===== config.mk =====
export PLATFORM = sky130hd
export DESIGN_NAME = collatz_keystream_char_cipher_unit
export DESIGN_NICKNAME = d
export VERILOG_FILES = /design/src/design/ckc_pkg.sv /design/src/design/collatz_keystream_char_cipher_unit.sv /design/src/design/ckc_key_gen.sv /design/src/design/ckc_mod_pipe.sv /design/src/design/ckc_result.sv
export VERILOG_INCLUDE_DIRS = /design/src /design/src/design
export SDC_FILE = /design/constraint.sdc
export NUM_CORES = 1
export LEC_CHECK = 0
export ABC_AREA = 1
export BUFFER_PORTS_ARGS = -buffer_cell sky130_fd_sc_hd__buf_2
export CORE_MARGIN = 5
export CORE_UTILIZATION = 50
export CTS_CLUSTER_DIAMETER = 100
export DETAILED_ROUTE_END_ITERATION = 6
export PLACE_DENSITY = 0.67
export REMOVE_ABC_BUFFERS = 1
export SLEW_MARGIN = 20
export SYNTH_ARGS = -nofsm -noshare
export SYNTH_HDL_FRONTEND = slang
export SYNTH_SLANG_ARGS = --single-unit

===== constraint.sdc =====
create_clock -name clk -period 15.7 [get_ports clk]
set_input_delay 4.71 -clock clk [delete_from_list [all_inputs] [get_ports clk]]
set_output_delay 4.71 -clock clk [all_outputs]
set_load 0.005 [all_outputs]

===== src/design/collatz_keystream_char_cipher_unit_macros.svh =====
// ----------------------------------------------------------------------------
// Collatz keystream cipher - assertion macros
// Concurrent checks clocked on clk; the first form is masked while in reset.
// ----------------------------------------------------------------------------
`ifndef COLLATZ_KEYSTREAM_CHAR_CIPHER_UNIT_MACROS_SVH
`define COLLATZ_KEYSTREAM_CHAR_CIPHER_UNIT_MACROS_SVH

`ifndef NO_ASSERTIONS

`define CKC_ASSERT(lbl, prop, msg) \
  lbl: assert property (@(posedge clk) disable iff (!rst_n) prop) else $error(msg);

`define CKC_ASSERT_RAW(lbl, prop, msg) \
  lbl: assert property (@(posedge clk) prop) else $error(msg);

`else

`define CKC_ASSERT(lbl, prop, msg)

`define CKC_ASSERT_RAW(lbl, prop, msg)

`endif

`endif


===== src/design/ckc_pkg.sv =====
// ----------------------------------------------------------------------------
// ckc_pkg
// Shared widths, constants and types for the Collatz keystream cipher.
// ----------------------------------------------------------------------------
`default_nettype none

package ckc_pkg;

  localparam int unsigned KEY_W  = 32;
  localparam int unsigned CHAR_W = 16;

  // printable window of the coded alphabet
  localparam int unsigned FIRST_CODE = 32;
  localparam int unsigned LAST_CODE  = 126;

  // reduced residues (< LAST) and partly reduced ones (< 2*LAST)
  localparam int unsigned MOD_W = $clog2(LAST_CODE);
  localparam int unsigned RED_W = $clog2(2 * LAST_CODE);
  localparam int unsigned DV_W  = CHAR_W + 2;

  // floor(2^N / LAST): quotient estimate is low by at most one
  localparam logic [KEY_W-1:0]  KEY_RECIP  = KEY_W'((64'd1 << KEY_W) / LAST_CODE);
  localparam logic [CHAR_W-1:0] CHAR_RECIP = CHAR_W'((64'd1 << CHAR_W) / LAST_CODE);
  localparam int unsigned       FIRST_MOD  = FIRST_CODE % LAST_CODE;

  localparam logic [CHAR_W-1:0] PRINT_LO = CHAR_W'(32);
  localparam logic [CHAR_W-1:0] PRINT_HI = CHAR_W'(126);

  localparam logic [KEY_W-1:0] SEED_RESET = KEY_W'(1);
  localparam logic [KEY_W-1:0] MIN_RESET  = KEY_W'(1);

  // configuration register indexes
  localparam int unsigned      CFG_IDX_W = 2;
  localparam logic [CFG_IDX_W-1:0] CFG_SEED_KEY  = 2'd0;
  localparam logic [CFG_IDX_W-1:0] CFG_MIN_SEQ   = 2'd1;
  localparam logic [CFG_IDX_W-1:0] CFG_DIRECTION = 2'd2;

  localparam logic DIR_ENCRYPT = 1'b0;
  localparam logic DIR_DECRYPT = 1'b1;

  typedef struct packed {
    logic [CHAR_W-1:0] ch;
    logic              dir;
  } ckc_tag_t;

  typedef struct packed {
    logic s1;
    logic s2;
    logic s3;
  } ckc_pipe_en_t;

endpackage

`default_nettype wire


===== src/design/collatz_keystream_char_cipher_unit.sv =====
// ----------------------------------------------------------------------------
// collatz_keystream_char_cipher_unit
// Character stream cipher keyed by a Collatz sequence on a 32-bit register.
//
//   channel | direction | handshake           | payload
//   in_     | input     | in_valid/in_stall   | char_code, restart
//   out_    | output    | out_valid/out_stall | out_char, rejected, nonprint_total
//   cfg_    | input     | cfg_valid/cfg_ready | cfg_index, cfg_data
//
// One word per cycle while out_stall stays low; an accepted word passes the input
// register, multiply, reduce and result register before it is on out_valid.
// The key register steps at acceptance, so its loop is one add and compare.
// Reset (rst_n low, synchronous) empties the pipe and loads default registers.
// Stalled output lets earlier stages fill; in_stall rises only when all are full.
// ----------------------------------------------------------------------------
`default_nettype none
`include "collatz_keystream_char_cipher_unit_macros.svh"

module collatz_keystream_char_cipher_unit (
  input  wire logic                          clk,
  input  wire logic                          rst_n,
  // input words
  input  wire logic                          in_valid,
  output logic                               in_stall,
  input  wire logic [ckc_pkg::CHAR_W-1:0]    in_char_code,
  input  wire logic                          in_restart,
  // result words
  output logic                               out_valid,
  input  wire logic                          out_stall,
  output logic      [ckc_pkg::CHAR_W-1:0]    out_char,
  output logic                               out_rejected,
  output logic      [ckc_pkg::CHAR_W-1:0]    out_nonprint_total,
  // configuration writes
  input  wire logic                          cfg_valid,
  output logic                               cfg_ready,
  input  wire logic [ckc_pkg::CFG_IDX_W-1:0] cfg_index,
  input  wire logic [ckc_pkg::KEY_W-1:0]     cfg_data
);
  import ckc_pkg::*;

  logic [KEY_W-1:0] seed_key_r;
  logic [KEY_W-1:0] min_seq_r;
  logic             direction_r;

  logic v1_r, v2_r, v3_r, out_valid_r;
  logic load_o, rdy1, rdy2, rdy3;
  logic in_fire, cfg_fire;

  ckc_pipe_en_t     pipe_en;
  ckc_tag_t         tag_in;
  ckc_tag_t         tag_s3;
  logic [KEY_W-1:0] key_nxt;
  logic [MOD_W-1:0] key_mod;
  logic [MOD_W-1:0] ch_mod;

  // configuration
  assign cfg_ready = 1'b1;
  assign cfg_fire  = cfg_valid && cfg_ready;

  always_ff @(posedge clk) begin
    if (!rst_n) begin
      seed_key_r  <= SEED_RESET;
      min_seq_r   <= MIN_RESET;
      direction_r <= DIR_ENCRYPT;
    end else if (cfg_fire) begin
      case (cfg_index)
        CFG_SEED_KEY:  seed_key_r  <= cfg_data;
        CFG_MIN_SEQ:   min_seq_r   <= cfg_data;
        CFG_DIRECTION: direction_r <= cfg_data[0];
        default: ;
      endcase
    end
  end

  // pipe flow: each stage moves on when the next one is free or moving
  assign load_o = !out_valid_r || !out_stall;
  assign rdy3   = !v3_r || load_o;
  assign rdy2   = !v2_r || rdy3;
  assign rdy1   = !v1_r || rdy2;

  assign in_stall = !rdy1;
  assign in_fire  = in_valid && rdy1;

  assign pipe_en.s1 = in_fire;
  assign pipe_en.s2 = v1_r && rdy2;
  assign pipe_en.s3 = v2_r && rdy3;

  always_ff @(posedge clk) begin
    if (!rst_n) begin
      v1_r        <= 1'b0;
      v2_r        <= 1'b0;
      v3_r        <= 1'b0;
      out_valid_r <= 1'b0;
    end else begin
      v1_r        <= in_fire    || (v1_r && !rdy2);
      v2_r        <= pipe_en.s2 || (v2_r && !rdy3);
      v3_r        <= pipe_en.s3 || (v3_r && !load_o);
      out_valid_r <= (v3_r && load_o) || (out_valid_r && out_stall);
    end
  end

  assign tag_in.ch  = in_char_code;
  assign tag_in.dir = direction_r;

  ckc_key_gen u_key_gen (
    .clk      (clk),
    .rst_n    (rst_n),
    .advance  (in_fire),
    .restart  (in_restart),
    .seed_key (seed_key_r),
    .min_seq  (min_seq_r),
    .key_nxt  (key_nxt)
  );

  ckc_mod_pipe u_mod_pipe (
    .clk     (clk),
    .en      (pipe_en),
    .key_in  (key_nxt),
    .tag_in  (tag_in),
    .key_mod (key_mod),
    .ch_mod  (ch_mod),
    .tag_out (tag_s3)
  );

  ckc_result u_result (
    .clk            (clk),
    .rst_n          (rst_n),
    .load           (v3_r && load_o),
    .key_mod        (key_mod),
    .ch_mod         (ch_mod),
    .tag            (tag_s3),
    .out_char       (out_char),
    .rejected       (out_rejected),
    .nonprint_total (out_nonprint_total)
  );

  assign out_valid = out_valid_r;

  `CKC_ASSERT(a_fire_lands, (in_valid && !in_stall) |=> v1_r, "accepted word lost at entry")
  `CKC_ASSERT(a_full_stall, (out_valid_r && out_stall && v1_r && v2_r && v3_r) |-> in_stall, "word accepted into a full pipe")
  `CKC_ASSERT_RAW(a_reset_empty, !rst_n |=> !out_valid && !v1_r && !v2_r && !v3_r, "pipe not empty after reset")

endmodule

`default_nettype wire


===== src/design/ckc_key_gen.sv =====
// ----------------------------------------------------------------------------
// ckc_key_gen
// Key register with one Collatz step per accepted word and seed reload.
// ----------------------------------------------------------------------------
`default_nettype none
`include "collatz_keystream_char_cipher_unit_macros.svh"

module ckc_key_gen (
  input  wire logic                      clk,
  input  wire logic                      rst_n,
  input  wire logic                      advance,
  input  wire logic                      restart,
  input  wire logic [ckc_pkg::KEY_W-1:0] seed_key,
  input  wire logic [ckc_pkg::KEY_W-1:0] min_seq,
  output logic      [ckc_pkg::KEY_W-1:0] key_nxt
);
  import ckc_pkg::*;

  logic [KEY_W-1:0] key_r;
  logic [KEY_W-1:0] base;
  logic [KEY_W-1:0] stepped;

  assign base = restart ? seed_key : key_r;

  always_comb begin
    if (base <= KEY_W'(1)) begin
      stepped = KEY_W'(1);
    end else if (base[0]) begin
      stepped = (base << 1) + base + KEY_W'(1);  // wraps at 32 bits
    end else begin
      stepped = base >> 1;
    end
  end

  assign key_nxt = (stepped <= min_seq) ? seed_key : stepped;

  always_ff @(posedge clk) begin
    if (!rst_n) begin
      key_r <= SEED_RESET;
    end else if (advance) begin
      key_r <= key_nxt;
    end
  end

  // a wrapped step to zero always falls back to the seed
  `CKC_ASSERT(a_key_nonzero, advance |=> (key_r != '0) || ($past(seed_key) == '0), "key zero with nonzero seed")

endmodule

`default_nettype wire


===== src/design/ckc_mod_pipe.sv =====
// ----------------------------------------------------------------------------
// ckc_mod_pipe
// Three register stages reducing key and character modulo LAST_CODE.
// ----------------------------------------------------------------------------
`default_nettype none

module ckc_mod_pipe (
  input  wire logic                       clk,
  input  wire ckc_pkg::ckc_pipe_en_t      en,
  input  wire logic [ckc_pkg::KEY_W-1:0]  key_in,
  input  wire ckc_pkg::ckc_tag_t          tag_in,
  output logic      [ckc_pkg::MOD_W-1:0]  key_mod,
  output logic      [ckc_pkg::MOD_W-1:0]  ch_mod,
  output ckc_pkg::ckc_tag_t               tag_out
);
  import ckc_pkg::*;

  localparam logic [KEY_W-1:0] LAST_K = KEY_W'(LAST_CODE);
  localparam logic [RED_W-1:0] LAST_R = RED_W'(LAST_CODE);

  // stage 1: input register
  logic [KEY_W-1:0]   key_s1_r;
  ckc_tag_t           tag_s1_r;
  // stage 2: quotient estimates
  logic [KEY_W-1:0]   key_s2_r;
  logic [KEY_W-1:0]   qk_s2_r;
  logic [CHAR_W-1:0]  qc_s2_r;
  ckc_tag_t           tag_s2_r;
  // stage 3: residues
  logic [MOD_W-1:0]   km_s3_r;
  logic [MOD_W-1:0]   cm_s3_r;
  ckc_tag_t           tag_s3_r;

  logic [2*KEY_W-1:0]  prod_k;
  logic [2*CHAR_W-1:0] prod_c;
  logic [KEY_W-1:0]    rk_full;
  logic [KEY_W-1:0]    rc_full;
  logic [RED_W-1:0]    rk;
  logic [RED_W-1:0]    rc;
  logic [RED_W-1:0]    rk_fix;
  logic [RED_W-1:0]    rc_fix;

  assign prod_k = (2*KEY_W)'(key_s1_r) * (2*KEY_W)'(KEY_RECIP);
  assign prod_c = (2*CHAR_W)'(tag_s1_r.ch) * (2*CHAR_W)'(CHAR_RECIP);

  // remainder is below 2*LAST, so the low bits suffice
  assign rk_full = key_s2_r - (qk_s2_r * LAST_K);
  assign rc_full = KEY_W'(tag_s2_r.ch) - (KEY_W'(qc_s2_r) * LAST_K);
  assign rk      = rk_full[RED_W-1:0];
  assign rc      = rc_full[RED_W-1:0];
  assign rk_fix  = (rk >= LAST_R) ? (rk - LAST_R) : rk;
  assign rc_fix  = (rc >= LAST_R) ? (rc - LAST_R) : rc;

  always_ff @(posedge clk) begin
    if (en.s1) begin
      key_s1_r <= key_in;
      tag_s1_r <= tag_in;
    end
    if (en.s2) begin
      key_s2_r <= key_s1_r;
      qk_s2_r  <= prod_k[2*KEY_W-1:KEY_W];
      qc_s2_r  <= prod_c[2*CHAR_W-1:CHAR_W];
      tag_s2_r <= tag_s1_r;
    end
    if (en.s3) begin
      km_s3_r  <= rk_fix[MOD_W-1:0];
      cm_s3_r  <= rc_fix[MOD_W-1:0];
      tag_s3_r <= tag_s2_r;
    end
  end

  assign key_mod = km_s3_r;
  assign ch_mod  = cm_s3_r;
  assign tag_out = tag_s3_r;

endmodule

`default_nettype wire


===== src/design/ckc_result.sv =====
// ----------------------------------------------------------------------------
// ckc_result
// Final encrypt/decrypt combine, reject flag, nonprintable counter and
// result register.
// ----------------------------------------------------------------------------
`default_nettype none
`include "collatz_keystream_char_cipher_unit_macros.svh"

module ckc_result (
  input  wire logic                       clk,
  input  wire logic                       rst_n,
  input  wire logic                       load,
  input  wire logic [ckc_pkg::MOD_W-1:0]  key_mod,
  input  wire logic [ckc_pkg::MOD_W-1:0]  ch_mod,
  input  wire ckc_pkg::ckc_tag_t          tag,
  output logic      [ckc_pkg::CHAR_W-1:0] out_char,
  output logic                            rejected,
  output logic      [ckc_pkg::CHAR_W-1:0] nonprint_total
);
  import ckc_pkg::*;

  localparam logic [MOD_W:0]  LAST_M  = (MOD_W+1)'(LAST_CODE);
  localparam logic [MOD_W:0]  FIRST_M = (MOD_W+1)'(FIRST_MOD);

  logic [CHAR_W-1:0] char_r;
  logic              rej_r;
  logic [CHAR_W-1:0] cnt_r;

  logic [MOD_W:0]    enc_sum;
  logic [MOD_W:0]    enc_red;
  logic [CHAR_W-1:0] enc_val;
  logic              enc_rej;
  logic              enc_np;
  logic [MOD_W:0]    dm_sum;
  logic [MOD_W:0]    dm_red;
  logic [DV_W-1:0]   dv;
  logic [DV_W-1:0]   dv_adj;
  logic [CHAR_W-1:0] dec_val;
  logic [CHAR_W-1:0] char_nxt;
  logic              rej_nxt;
  logic              cnt_inc;
  logic [CHAR_W-1:0] cnt_nxt;

  // encrypt: (ch + key) mod LAST from the two residues
  assign enc_sum = (MOD_W+1)'(ch_mod) + (MOD_W+1)'(key_mod);
  assign enc_red = (enc_sum >= LAST_M) ? (enc_sum - LAST_M) : enc_sum;
  assign enc_val = CHAR_W'(enc_red);
  assign enc_rej = (tag.ch < CHAR_W'(FIRST_CODE)) || (tag.ch > CHAR_W'(LAST_CODE));
  assign enc_np  = (enc_val < PRINT_LO) || (enc_val > PRINT_HI);

  // decrypt: ch + FIRST - ((key + FIRST) mod LAST), wrapped once, saturated
  assign dm_sum = (MOD_W+1)'(key_mod) + FIRST_M;
  assign dm_red = (dm_sum >= LAST_M) ? (dm_sum - LAST_M) : dm_sum;
  assign dv     = DV_W'(tag.ch) + DV_W'(FIRST_CODE) - DV_W'(dm_red);
  assign dv_adj = dv[DV_W-1] ? (dv + DV_W'(LAST_CODE)) : dv;
  assign dec_val = dv_adj[CHAR_W] ? '1 : dv_adj[CHAR_W-1:0];

  always_comb begin
    if (tag.dir == DIR_DECRYPT) begin
      char_nxt = dec_val;
      rej_nxt  = 1'b0;
      cnt_inc  = 1'b0;
    end else begin
      char_nxt = enc_rej ? '0 : enc_val;
      rej_nxt  = enc_rej;
      cnt_inc  = !enc_rej && enc_np;
    end
  end

  assign cnt_nxt = (cnt_inc && (cnt_r != '1)) ? (cnt_r + CHAR_W'(1)) : cnt_r;

  always_ff @(posedge clk) begin
    if (!rst_n) begin
      cnt_r <= '0;
    end else if (load) begin
      cnt_r <= cnt_nxt;
    end
  end

  always_ff @(posedge clk) begin
    if (load) begin
      char_r <= char_nxt;
      rej_r  <= rej_nxt;
    end
  end

  assign out_char       = char_r;
  assign rejected       = rej_r;
  assign nonprint_total = cnt_r;

  `CKC_ASSERT(a_cnt_monotonic, $past(rst_n) |-> (cnt_r >= $past(cnt_r)), "nonprint count went down")
  `CKC_ASSERT(a_cnt_hold, !load |=> $stable(cnt_r), "nonprint count moved without a word")

endmodule

`default_nettype wire

# ---- Word level (Yosys, flattened, before mapping)
# Index checks and enable logic that the tools add are counted.
dict set report totals {
  reg_bits 275
  in_bits 56
  out_inout_bits 36
  elab_cells 102
}
dict set report op_classes {
  addsub 14
  mul 4
  n_lt_le_gt_ge 10
  n_eq_ne 3
  muxes 13
  reduce_logical 35
}
# operator n
set ops {}
lappend ops {{$mux 32} 4}
lappend ops {{$mul 32x25->57 const B} 1}
lappend ops {{$add 32x1->32 const B} 1}
lappend ops {{$add 32x32->32} 1}
lappend ops {{$ge 8x7->1 const B} 4}
lappend ops {{$le 32x1->1 const B} 1}
lappend ops {{$le 32x32->1} 1}
lappend ops {{$mux 16} 2}
lappend ops {{$mul 26x6->7 const B} 1}
lappend ops {{$mux 8} 3}
lappend ops {{$mul 16x7->23 const B} 1}
lappend ops {{$sub 17x8->18} 1}
lappend ops {{$add 16x6->17 const B} 1}
lappend ops {{$add 17x7->17 const B} 1}
lappend ops {{$mux 17} 1}
lappend ops {{$add 16x1->16 const B} 1}
lappend ops {{$gt 16x7->1 const B} 1}
lappend ops {{$lt 16x6->1 const B} 1}
lappend ops {{$ne 16x16->1 const B} 1}
lappend ops {{$sub 8x7->8 const B} 2}
lappend ops {{$sub 8x8->8} 2}
lappend ops {{$mux 7} 2}
lappend ops {{$sub 7x7->7 const B} 2}
lappend ops {{$logic_and 1x1->1} 10}
lappend ops {{12 further kinds} 33}

# ---- Longest topological paths before layout
dict set report depth {
  ltp_word 9
  depth_mapped 36
  depth_no_buf 34
}

# ---- By module
# A second synthesis with hierarchy kept.
dict set report unflattened {
  hier_cells 3058
  area_unflattened_um2 21989.8
}
# mod n_inst cells_per_inst area_each_um2 seq_area_each_um2
set modules_own_cells {}
lappend modules_own_cells {ckc_mod_pipe 1 978 9303.9 3543.4}
lappend modules_own_cells {ckc_key_gen 1 1187 6389.9 640.6}
lappend modules_own_cells {ckc_result 1 582 3867.5 830.8}
lappend modules_own_cells {collatz_keystream_char_cipher_unit 1 311 2428.6 1381.3}

# ---- Worst setup path after synthesis
# OpenSTA, ideal clock, no wires.
dict set report synth_path {
  path_type {in2out}
  start {in out_stall}
  end {out in_stall}
  t_arrival_ns 5.235
  required_time_ns 10.990
  path_slack_ns 5.755
  stages 6
  n_path_buf 0
  path_cell_list {nand2_1 nor2_1 inv_1 nor2_1 inv_1 nor2_1}
}
dict set report synth_between {
  elab_chain_len 6
}
# item line_no
set synth_rtl {}
lappend synth_rtl {{start, declared} collatz_keystream_char_cipher_unit.sv:29} ;# input wire logic out_stall,
lappend synth_rtl {{$logic_not 1->1} collatz_keystream_char_cipher_unit.sv:76} ;# assign load_o = !out_valid_r || !out_stall;
lappend synth_rtl {{$logic_or 1x1->1} collatz_keystream_char_cipher_unit.sv:76}
lappend synth_rtl {{$logic_or 1x1->1} collatz_keystream_char_cipher_unit.sv:77} ;# assign rdy3 = !v3_r || load_o;
lappend synth_rtl {{$logic_or 1x1->1} collatz_keystream_char_cipher_unit.sv:78} ;# assign rdy2 = !v2_r || rdy3;
lappend synth_rtl {{$logic_or 1x1->1} collatz_keystream_char_cipher_unit.sv:79} ;# assign rdy1 = !v1_r || rdy2;
lappend synth_rtl {{$logic_not 1->1} collatz_keystream_char_cipher_unit.sv:81} ;# assign in_stall = !rdy1;
lappend synth_rtl {{end, declared} collatz_keystream_char_cipher_unit.sv:24} ;# output logic in_stall,
# Every way passes these cells.

# ---- Final worst setup path
dict set report layout_path {
  start {in in_restart}
  end {reg u_key_gen.key_r[9]}
}
dict set report layout_between {
  elab_chain_len 7
  word_cells_on_any_way 8
  cone_classes {add/sub (2); order compare (2); mux (4)}
}
# item line_no
set layout_rtl {}
lappend layout_rtl {{start, declared} collatz_keystream_char_cipher_unit.sv:26} ;# input wire logic in_restart,
lappend layout_rtl {{$mux 32 *} ckc_key_gen.sv:23} ;# assign base = restart ? seed_key : key_r;
lappend layout_rtl {{$add 32x32->32} ckc_key_gen.sv:29} ;# stepped = (base << 1) + base + KEY_W'(1);
lappend layout_rtl {{$add 32x1->32} ckc_key_gen.sv:29}
lappend layout_rtl {{$mux 32} ckc_key_gen.sv:28} ;# end else if (base[0]) begin
lappend layout_rtl {{$mux 32 *} ckc_key_gen.sv:26} ;# if (base <= KEY_W'(1)) begin
lappend layout_rtl {{$le 32x32->1} ckc_key_gen.sv:35} ;# assign key_nxt = (stepped <= min_seq) ? seed_key : stepped;
lappend layout_rtl {{$mux 32 *} ckc_key_gen.sv:35}
lappend layout_rtl {{net key_nxt[9]} collatz_keystream_char_cipher_unit.sv:52} ;# logic [KEY_W-1:0] key_nxt;
lappend layout_rtl {{end signal, assigned} ckc_key_gen.sv:41} ;# key_r <= key_nxt;
lappend layout_rtl {{end, declared} ckc_key_gen.sv:19} ;# logic [KEY_W-1:0] key_r;
# Mark *: on every way through the listed nets, which the timed path passes. The rest lies on a longest branch.
# A chain may end at the register's enable or synchronous reset.

==> results by group <==
STA
  – Slew HR: 40.4%
  – Final setup violation count: 0
  – Slew Limit Fails: 0
  – Total negative slack: 0 ns
  – Fin crit period: 10.66 ns
  – Final period util: 67.9%
  – RSZ-0062 raised after global routing: false
  – Worst slew pin tran: 0.895 ns
  – FMAX: 93.8 MHz
  – Clock skew: 0.0269 ns
  – Endpoints failing hold: 0

Synthesis
  – Cell area after synthesis: 19700 um2
  – Ys Warns: 0
  – Register area share after synthesis: 32.5%
  – Synth unique cells: 58
  – FF+latch count, synth: 252
  – Syn Inst Count: 2461
  – Mean Syn Cell Area: 7.99 um2
  – Number of synthesized flops with an enable pin: 135
  – Asr flop ratio synth: 0%
  – Top FF cell, synth: edfxtp_1

Floorplan
  – Initial Utilization: 50.7%
  – Die area: 43400 um2
  – Core Region: 38700 um2
  – Row cnt: 72
  – Die Span Y: 208 um
  – Top-Level Pins: 92
  – Die Width: 208 um

Status
  – Status: finished clean

Hold path
  – Hold Crit Class: flop to flop
  – WHS Path Cells: 0

Global routing
  – Initial antenna violation count: 1
  – Total grt overflow: 0
  – Largest net degree at the start of global routing: 81
  – First-pass GRT wire length: 81500 um
  – Vias in the first global route: 16100
  – Global Route Usage Sum: 22.4%

Clock tree
  – Worst-skew pair later-pin latency: 0.58 ns
  – CTS max path bufs: 3
  – Htree depth: 1
  – Clock-pin transition on the worst setup and hold timing paths: 0.06 ns
  – Sink Count: 252
  – Setup repair bufs after CTS: 0
  – Root Driver: clkbuf_16
  – Post-cts resize count: 0
  – Total CTS buffers: 30
  – TritonCTS clock tree: yes
  – Post-CTS Hold Fix Bufs: 0

Worst setup path
  – Crit path from: in_restart
  – CP max FO: 64
  – Worst EP arrival: 11.11 ns
  – Critical path endpoint category: flop
  – Worst Reg-to-Reg Cells: 26
  – Reg-to-reg endpoint: u_key_gen.key_r[9]$_SDFFE_PN0P_
  – Crit path required time: 16.15 ns
  – Critical setup path kind: input port to flop
  – Critical Path Sink: u_key_gen.key_r[9]$_SDFFE_PN0P_
  – Setup crit start kind: input port
  – R2R Setup Slk: 9.30 ns
  – R2r startpoint: seed_key_r[0]$_SDFFE_PN1P_

Drt
  – Routed vias/inst: 5.33
  – Wirelength, routed: 49200 um
  – Initial DRT Pass Iterations: 5
  – Antenna viol nets, final: 0
  – Vias: 16400
  – Drt wl/cell: 16.0 um
  – Drc violations: 0
  – Initial DRC Count: 1230

Place
  – I/O Buffers: 90
  – DP HPWL: 39200 um
  – Gp weighted congestion: 0.963

Final layout
  – Commonest non-fill, non-tap cells in the layout: 411 x inv_1, 404 x nand2_1, 252 x ha_1, 234 x o21ai_0, 225 x a21oi_1
  – Most common cell after layout, fill and taps aside: inv_1
  – Fraction of layout instances using a drive strength above 1: 7.78%
  – Synthesis-to-layout area growth: 10.1%
  – Final net count: 2895

Job
  – Max-cap violation count: 0
## cell families (layout without fill, tap and decap cells)
group	Yosys count	after routing	share of synthesized area, %
AND/OR/NAND/NOR	799	799	18.0
AO/OA/AOI/OAI	529	529	14.4
buffers and inverters	478	575	9.27
adder cells (fa/ha/maj)	305	305	21.4
flip-flops	252	252	32.5
XOR/XNOR	96	96	4.35
other	1	2	0.0191
multiplexers	1	1	0.0509
## per-stage QoR
step                utilization [%]  area, um2  hold WS (ns)  worst slack [ns]  instances
floorplan                         -      19400         0.400              5.76       2402
global placement               53.2      20600         0.404              4.63       3019
detailed placement             53.2      20600         0.405              4.52       3019
CTS                            55.8      21600         0.415              5.09       3075
global route                   55.9      21600         0.433              4.54       3077
finish                         55.9      21600         0.411              5.04       3077
## worst max-delay path, cell delays in order
cell,delay [ns]
buf_2,0.08
buf_4,0.44
o21ai_2,0.08
buf_4,0.28
inv_2,0.42
ha_1,0.23
nand4_1,0.13
nor3_1,0.25
nand2_1,0.09
nand2_1,0.58
inv_1,0.41
nand4_1,0.28
inv_1,0.07
ha_1,0.31
nand4_1,0.12
nor3_1,0.19
inv_1,0.08
nor4_1,0.63
nand3_1,0.14
nand2_1,0.11
buf_4,0.36
inv_1,0.45
nand2_1,0.16
o21ai_0,0.13
o21ai_0,0.21
inv_1,0.05
## registers in the layout, summed over array words and instances, names as in the netlist, 6 cells and up
register                 flops
min_seq_r                   32
u_mod_pipe.qc_s2_r           7
u_mod_pipe.tag_s1_r         17
u_result.out_char           16
u_mod_pipe.tag_out          17
u_key_gen.key_r             32
u_mod_pipe.qk_s2_r           7
u_mod_pipe.key_s1_r         32
u_mod_pipe.key_mod           7
seed_key_r                  32
u_mod_pipe.ch_mod            6
u_mod_pipe.tag_s2_r         17
u_mod_pipe.key_s2_r          8
u_result.nonprint_total     16
## how the worst min path moves through the flow
| stage | endpoint | start | slack (ns) |
|---|---|---|---|
| after floorplan | u_mod_pipe.key_mod[0]$_DFFE_PP_ | u_mod_pipe.key_s2_r[0]$_DFFE_PP_ | 0.40 |
| after global placement | u_mod_pipe.tag_out[12]$_DFFE_PP_ | u_mod_pipe.tag_s2_r[12]$_DFFE_PP_ | 0.40 |
| after detailed placement | u_mod_pipe.tag_out[13]$_DFFE_PP_ | u_mod_pipe.tag_s2_r[13]$_DFFE_PP_ | 0.41 |
| after CTS | u_mod_pipe.tag_out[13]$_DFFE_PP_ | u_mod_pipe.tag_s2_r[13]$_DFFE_PP_ | 0.41 |
| after global routing | u_mod_pipe.tag_out[12]$_DFFE_PP_ | u_mod_pipe.tag_s2_r[12]$_DFFE_PP_ | 0.43 |
| final | u_mod_pipe.tag_out[13]$_DFFE_PP_ | u_mod_pipe.tag_s2_r[13]$_DFFE_PP_ | 0.41 |
## layout make-up
type / count / area [um2]
multi-input cells: 1731 / 11500
well taps: 518 / 648
clock inverters: 17 / 206
fillers: 3634 / 17100
flip-flops and latches: 252 / 6400
repair buffers: 100 / 538
clock buffers: 39 / 816
inverters: 419 / 1570
diodes: 1 / 2.50
## metal layers
| metal | GRT usage [%] | part of all wire, % | vias up |
|---|---|---|---|
| met1 | 31.1 | 47 | 7634 |
| met2 | 37.8 | 46 | 399 |
| met3 | 2.65 | 4.8 | 64 |
| met4 | 5.30 | 2.2 | 0 |
| li1 | - | - | 8317 |
| met5 | 0 | 0 | - |
## Yosys cell counts, types with 7 or more instances
cell type | n | share of area, %
o21ai_0 | 234 | 6.0
xor2_1 | 61 | 2.7
xnor2_1 | 33 | 1.5
edfxtp_1 | 135 | 21
o211ai_1 | 12 | 0.46
clkbuf_1 | 47 | 0.90
a31oi_1 | 8 | 0.25
nand2_1 | 404 | 7.7
a211oi_1 | 8 | 0.31
nand4_1 | 42 | 1.3
or2_2 | 8 | 0.25
nor4_1 | 8 | 0.25
nand3_1 | 102 | 2.6
a21o_1 | 8 | 0.31
ha_1 | 252 | 16
dfxtp_1 | 117 | 12
nand3_2 | 9 | 0.46
a21oi_1 | 225 | 5.7
nor3_1 | 28 | 0.71
fa_1 | 53 | 5.4
inv_2 | 7 | 0.13
inv_1 | 412 | 7.9
nor2_1 | 162 | 3.1
Power is left out: the tool's default activity adds up to more than one toggle a clock period on the data nets, which glitch-free logic cannot reach.
